## src/rtl/sbox_pkg.sv

```systemverilog
// ----------------------------------------------------------------------------
// sbox_pkg
// Widths and shared types for the segment / box overlap pipeline.
// ----------------------------------------------------------------------------
package sbox_pkg;

    // Input coordinate: signed, 4 fraction bits
    localparam int COORD_W   = 16;
    // Doubled center offset C = b + e - min - max
    localparam int CEN_W     = 18;
    // Doubled direction W = b - e and doubled extent H = max - min
    localparam int DIR_W     = 17;
    localparam int EXT_W     = 17;
    // Magnitude of W, unsigned
    localparam int ADIR_W    = 16;
    // Axis test compare width
    localparam int AXCMP_W   = 19;
    // C * W product, H * |W| product
    localparam int PROD_W    = CEN_W + DIR_W;
    localparam int HPROD_W   = EXT_W + ADIR_W + 1;
    // Cross difference, extent sum, final compare
    localparam int CROSS_W   = PROD_W + 1;
    localparam int SUM_W     = HPROD_W + 1;
    localparam int CMP_W     = CROSS_W + 1;

    // Register stages from input to result
    localparam int NUM_STAGES = 5;

    // Per-stage load enables handed to the cross-product lanes
    typedef struct packed {
        logic s2;
        logic s3;
        logic s4;
        logic s5;
    } sbox_adv_t;

endpackage

```

## src/rtl/sbox_cross.sv

```systemverilog
// ----------------------------------------------------------------------------
// sbox_cross
// One cross-product separating axis lane: |Ca*Wb - Cb*Wa| > Ha*|Wb| + Hb*|Wa|,
// computed over four register stages.
// ----------------------------------------------------------------------------
module sbox_cross
(
    input  logic                              clk,
    input  sbox_pkg::sbox_adv_t               adv,
    input  logic signed [sbox_pkg::CEN_W-1:0] c_a,
    input  logic signed [sbox_pkg::CEN_W-1:0] c_b,
    input  logic signed [sbox_pkg::DIR_W-1:0] w_a,
    input  logic signed [sbox_pkg::DIR_W-1:0] w_b,
    input  logic signed [sbox_pkg::EXT_W-1:0] h_a,
    input  logic signed [sbox_pkg::EXT_W-1:0] h_b,
    input  logic        [sbox_pkg::ADIR_W-1:0] aw_a,
    input  logic        [sbox_pkg::ADIR_W-1:0] aw_b,
    output logic                              sep
);
    import sbox_pkg::*;

    logic signed [PROD_W-1:0]  prod_ab_reg, prod_ba_reg, prod_ab_next, prod_ba_next;
    logic signed [HPROD_W-1:0] hp_ab_reg, hp_ba_reg, hp_ab_next, hp_ba_next;
    logic signed [CROSS_W-1:0] diff_reg, diff_next;
    logic signed [SUM_W-1:0]   sum3_reg, sum3_next, sum4_reg;
    logic        [CROSS_W-1:0] mag_reg, mag_next;
    logic                      sep_reg, sep_next;

    // Stage 2: form the four products
    always_comb
    begin
        prod_ab_next = c_a * w_b;
        prod_ba_next = c_b * w_a;
        hp_ab_next   = h_a * $signed({1'b0, aw_b});
        hp_ba_next   = h_b * $signed({1'b0, aw_a});
    end

    // Stage 3: cross difference and extent sum
    always_comb
    begin
        diff_next = CROSS_W'(prod_ab_reg) - CROSS_W'(prod_ba_reg);
        sum3_next = SUM_W'(hp_ab_reg) + SUM_W'(hp_ba_reg);
    end

    // Stage 4: magnitude of the difference
    always_comb
    begin
        mag_next = diff_reg[CROSS_W-1] ? CROSS_W'(-diff_reg) : CROSS_W'(diff_reg);
    end

    // Stage 5: strict excess separates
    always_comb
    begin
        sep_next = $signed({1'b0, mag_reg}) > CMP_W'(sum4_reg);
    end

    // Advance payload on each stage enable
    always_ff @(posedge clk)
    begin
        if (adv.s2)
        begin
            prod_ab_reg <= prod_ab_next;
            prod_ba_reg <= prod_ba_next;
            hp_ab_reg   <= hp_ab_next;
            hp_ba_reg   <= hp_ba_next;
        end
        if (adv.s3)
        begin
            diff_reg <= diff_next;
            sum3_reg <= sum3_next;
        end
        if (adv.s4)
        begin
            mag_reg  <= mag_next;
            sum4_reg <= sum3_reg;
        end
        if (adv.s5)
        begin
            sep_reg <= sep_next;
        end
    end

    assign sep = sep_reg;

endmodule

```

## config.mk

```make
export PLATFORM = sky130hd
export DESIGN_NAME = sbox_cross
export DESIGN_NICKNAME = d
export VERILOG_FILES = /design/src/rtl/sbox_pkg.sv /design/src/rtl/sbox_cross.sv
export SDC_FILE = /design/constraint.sdc
export NUM_CORES = 2
export LEC_CHECK = 0
export BUFFER_PORTS_ARGS = -buffer_cell sky130_fd_sc_hd__buf_4
export CORE_MARGIN = 2
export CORE_UTILIZATION = 25
export CTS_BUF_LIST = sky130_fd_sc_hd__clkbuf_8
export CTS_CLUSTER_SIZE = 14
export DETAILED_ROUTE_END_ITERATION = 10
export PLACE_DENSITY = 0.5
export SYNTH_ARGS = -nofsm -noshare
export SYNTH_HDL_FRONTEND = slang
export SYNTH_SLANG_ARGS = --single-unit
```

## constraint.sdc

```tcl
create_clock -name clk -period 22.7 [get_ports clk]
set_input_delay 3.405 -clock clk [delete_from_list [all_inputs] [get_ports clk]]
set_output_delay 3.405 -clock clk [all_outputs]
set_load 0.005 [all_outputs]
```

Word level (Yosys, flattened, before mapping)
Index checks and enable logic that the tools add are counted.
Widths: inputs -> output; s select.
- bits in registers: 281
- input bits: 141
- output and inout port bits: 1
- logic and storage cells: 19
- add/subtract/negate cells: 3
- $mul: 4
- $lt $le $gt $ge: 1
- muxes and demuxes: 1
- operators by type and width (kind ; number):
    $mul 18x17->35 ; 2
    $mul 17x17->34 ; 2
    $gt 37x35->1 ; 1
    $neg 36->36 ; 1
    $sub 35x35->36 ; 1
    $add 34x34->35 ; 1
    $mux 35 ; 1

Longest topological paths before layout
- depth in word-level cells: 2
- gate-level depth with buffers: 25

Worst setup path after synthesis
Ideal clock, no wire load.
- path kind: input-to-reg
- from: in w_a[8] (netlist bit)
- to: reg prod_ba_reg[33] (data pin)
- arrival time: 9380 ps
- data required time: 22434 ps
- path slack: 13054 ps
- stages: 24
- buffers on the path: 2
- cell sequence: clkbuf_1 clkbuf_1 nand2_1 fa_1 inv_1 fa_1 inv_1 fa_1 inv_1 fa_1 fa_1 inv_1 fa_1 inv_1 ha_1 a21oi_1 o21ai_0 a2111oi_0 nor2_1 a311o_1 o31a_1 a41o_1 o41ai_1 xnor2_1
- cells in the longest elaborated chain, start to end: 1
- ends and longest elaborated chain (element ; line ; source):
    start: declaration ; sbox_cross.sv:12 ; input logic signed [sbox_pkg::DIR_W-1:0] w_a,
    $mul 18x17->35 ; sbox_cross.sv:33 ; prod_ba_next = c_b * w_a;
    net prod_ba_next[33] ; sbox_cross.sv:22 ; logic signed [PROD_W-1:0] prod_ab_reg, prod_ba_reg, prod_ab_next, prod_ba_next;
    end signal: assignment ; sbox_cross.sv:63 ; prod_ba_reg <= prod_ba_next;
    end: declaration ; sbox_cross.sv:22 ;
The timed path passes the listed nets, and every way through them passes these cells.
A chain may end at the register's enable or synchronous reset.

Worst setup path in the final report
- from: in w_a[8] (netlist bit)
- to: reg prod_ba_reg[34] (data pin)
Same word-level chain as after synthesis.

==> flow_summary.json <==
{
  "nets": 7594,
  "ys_seq_area_frac": 0.148,
  "syn-instance-count": 5795,
  "whs_ns": 0.422,
  "wl_per_cell_microns": 15.9,
  "syn_area_sq_mm": 0.0569,
  "grt.overflow.total": 0,
  "grt_max_degree": 72,
  "worst-path-max-fanout": 18,
  "io_pins": 142,
  "cts.clk_slew.worst_paths_ns": 0.06,
  "hold_violations": 0,
  "critical_path.most_common_cell": "fa_1",
  "yosys.area.top_type_share": 0.416,
  "crit_slowest_cell": "o21ai_0",
  "grt_usage": 0.125,
  "min_period_ns": 9.48,
  "drive_gt1_frac": 0.0383,
  "io_buffers": 141,
  "drt_first_pass_iters": 5,
  "finalClockSkew_ns": 0.0327,
  "die_area_sq_mm": 0.231,
  "max_stage_delay_ns": 0.58,
  "crit_chain": "buf_4, nand2_1, fa_1, inv_1, fa_1, inv_1, fa_1, inv_1, fa_1, fa_1, inv_1, fa_1, inv_1, ha_1, a21oi_1, o21ai_0, or2_2, o21ai_0, o31ai_1, o41ai_1, o21ai_0, a21oi_1, xnor2_1",
  "hp-class": "register to register",
  "syn_to_final_growth_pct": 8.79,
  "num_vias": 38250,
  "finalCritPeriodShare": 0.418,
  "start_kind": "input pin",
  "fmax_ghz": 0.106,
  "numClockSinks": 281,
  "syn_area_per_cell_sq_um": 9.82,
  "wl_mm": 141,
  "post-cts-setup-buffer-count": 0,
  "post_cts_resized": 0,
  "drt_iter0_drc": 1815,
  "synth.distinct_cells": 65,
  "synth.most_common_cell": "inv_1",
  "cap_violations": 0,
  "die_w_microns": 481,
  "grt_first_pass_wirelength_mm": 232,
  "core_area_sq_mm": 0.227,
  "drt_drc_violations_left": 0,
  "async_flop_share": 0,
  "cts-root-buf": "clkbuf_8",
  "cts_buffers": 43,
  "cp-end-kind": "register",
  "ant_nets": 0,
  "synth_top_cell_by_area": "fa_1",
  "die_y_microns": 481,
  "htreeDepth": 2,
  "vias_per_cell": 4.32,
  "synth_edf_count": 281,
  "status": "finished, final reports clean",
  "max_slew_margin": 0.308,
  "ctsHoldBuffers": 0,
  "synth_area_leaders": "fa_1 42%, edfxtp_1 15%, ha_1 10%",
  "worstSetupPathType": "input pin to register",
  "fp-row-count": 175,
  "ys_dominant_reg_cell": "edfxtp_1",
  "fillers": 24141,
  "ys_seq_elements": 281,
  "dpl.hpwl_mm": 115,
  "antenna_found_initial": 6,
  "rsz0062_at_grt": "false",
  "place.gp.congestion": 0.837,
  "clkLatencyLatePin_ns": 0.59,
  "finalSetupViolCount": 0,
  "worstPathRequired_ns": 23.02,
  "grt_pass1_vias": 42315,
  "cp.arrival_ns": 9.80,
  "yosys_warnings": 0,
  "worst_slew_pin_slew_ns": 1.04,
  "clockBufferDepth": 3,
  "tns_ns": 0,
  "synth.top_cells.by_count": "1,421 x inv_1, 1,182 x fa_1, 654 x nand2_1",
  "drv_slew": 0,
  "start_util": 0.251,
  "syn_nets": 7573,
  "cts_tree": "built"
}
==> through the flow <==
step           worst slack (ns)   util  std cells  instance area (sq um)
2_1_floorplan             13.05      -       5795                  56900
3_3_place_gp              12.46  0.269       8780                  61100
3_5_place_dp              12.52  0.269       8780                  61100
4_1_cts                   13.16  0.273       8856                  61900
5_1_grt                   12.84  0.273       8857                  61900
6_report                  13.22  0.273       8858                  61900
==> final cells by class <==
class                      count  area (sq um)  share of cell area
antenna                        2          5.00           0.0000808
clock buffer                  45           619              0.0100
clock inverter                31           165             0.00267
inverter                    1421          5330              0.0861
multi-input combinational   3926         42500               0.687
sequential                   281          8440               0.136
tap                         3009          3760              0.0608
timing repair buffer         143          1080              0.0174
==> layout by cell type (no fill, tap or decap), drive strengths merged, types with 11 or more instances in the layout <==
cell type,synthesis,final
a211oi,19,19
o41ai,12,12
or3,11,11
nor3,24,24
o31ai,17,17
a21oi,152,152
o21a,28,28
o21ai,89,89
edfxtp,281,281
nand2,654,654
and3,17,17
nand2b,37,37
ha,455,455
nor2b,21,21
nand3,29,29
inv,1421,1432
nand4,16,16
buf,1,143
nor2,119,119
clkinv,0,19
clkbuf,166,45
a21o,84,84
o21bai,25,25
xnor2,192,192
and2,561,561
xor2,43,43
fa,1182,1182
a31oi,17,17
==> cells by family after synthesis <==
logic type	count (synthesis)	synth area share
AO/OA/AOI/OAI	522	0.0602
XOR/XNOR	235	0.0362
adder cells (fa/ha/maj)	1637	0.516
buffers and inverters	1588	0.105
flip-flops	281	0.148
multiplexers	6	0.00112
AND/OR/NAND/NOR	1526	0.134
==> worst paths after layout <==
path / from / to / slack [ns] / depth (start not counted)
worst max-delay path: w_a[8] / prod_ba_reg[34] / 13.22 / 23
worst min-delay path: sum3_reg[14] / sum4_reg[14] / 0.42 / 0
worst max register to register: prod_ab_reg[2] / diff_reg[34] / 18.83 / 11
worst min register to register: sum3_reg[14] / sum4_reg[14] / 0.42 / 0
==> worst max-delay path: cells and delay by family <==
kind                     cells  cell delay (ns)
AND/OR/NAND/NOR              2             0.40
buffers and inverters        6             0.50
AO/OA/AOI/OAI                7             1.99
XOR/XNOR                     1             0.08
adder cells (fa/ha/maj)      7             3.40
==> routing by layer <==
metal / wire [microns] / up-vias / global-route usage / part of all wire
met5: 14 / - / 0 / 0.000099
met4: 2350 / 4 / 0.0207 / 0.017
met3: 6760 / 148 / 0.0169 / 0.048
met2: 64900 / 803 / 0.205 / 0.46
met1: 66700 / 19713 / 0.178 / 0.47
li1: - / 17582 / - / -
Power is not shown: default switching activity piles up to over one toggle a cycle in this logic, so the estimate is an artifact.
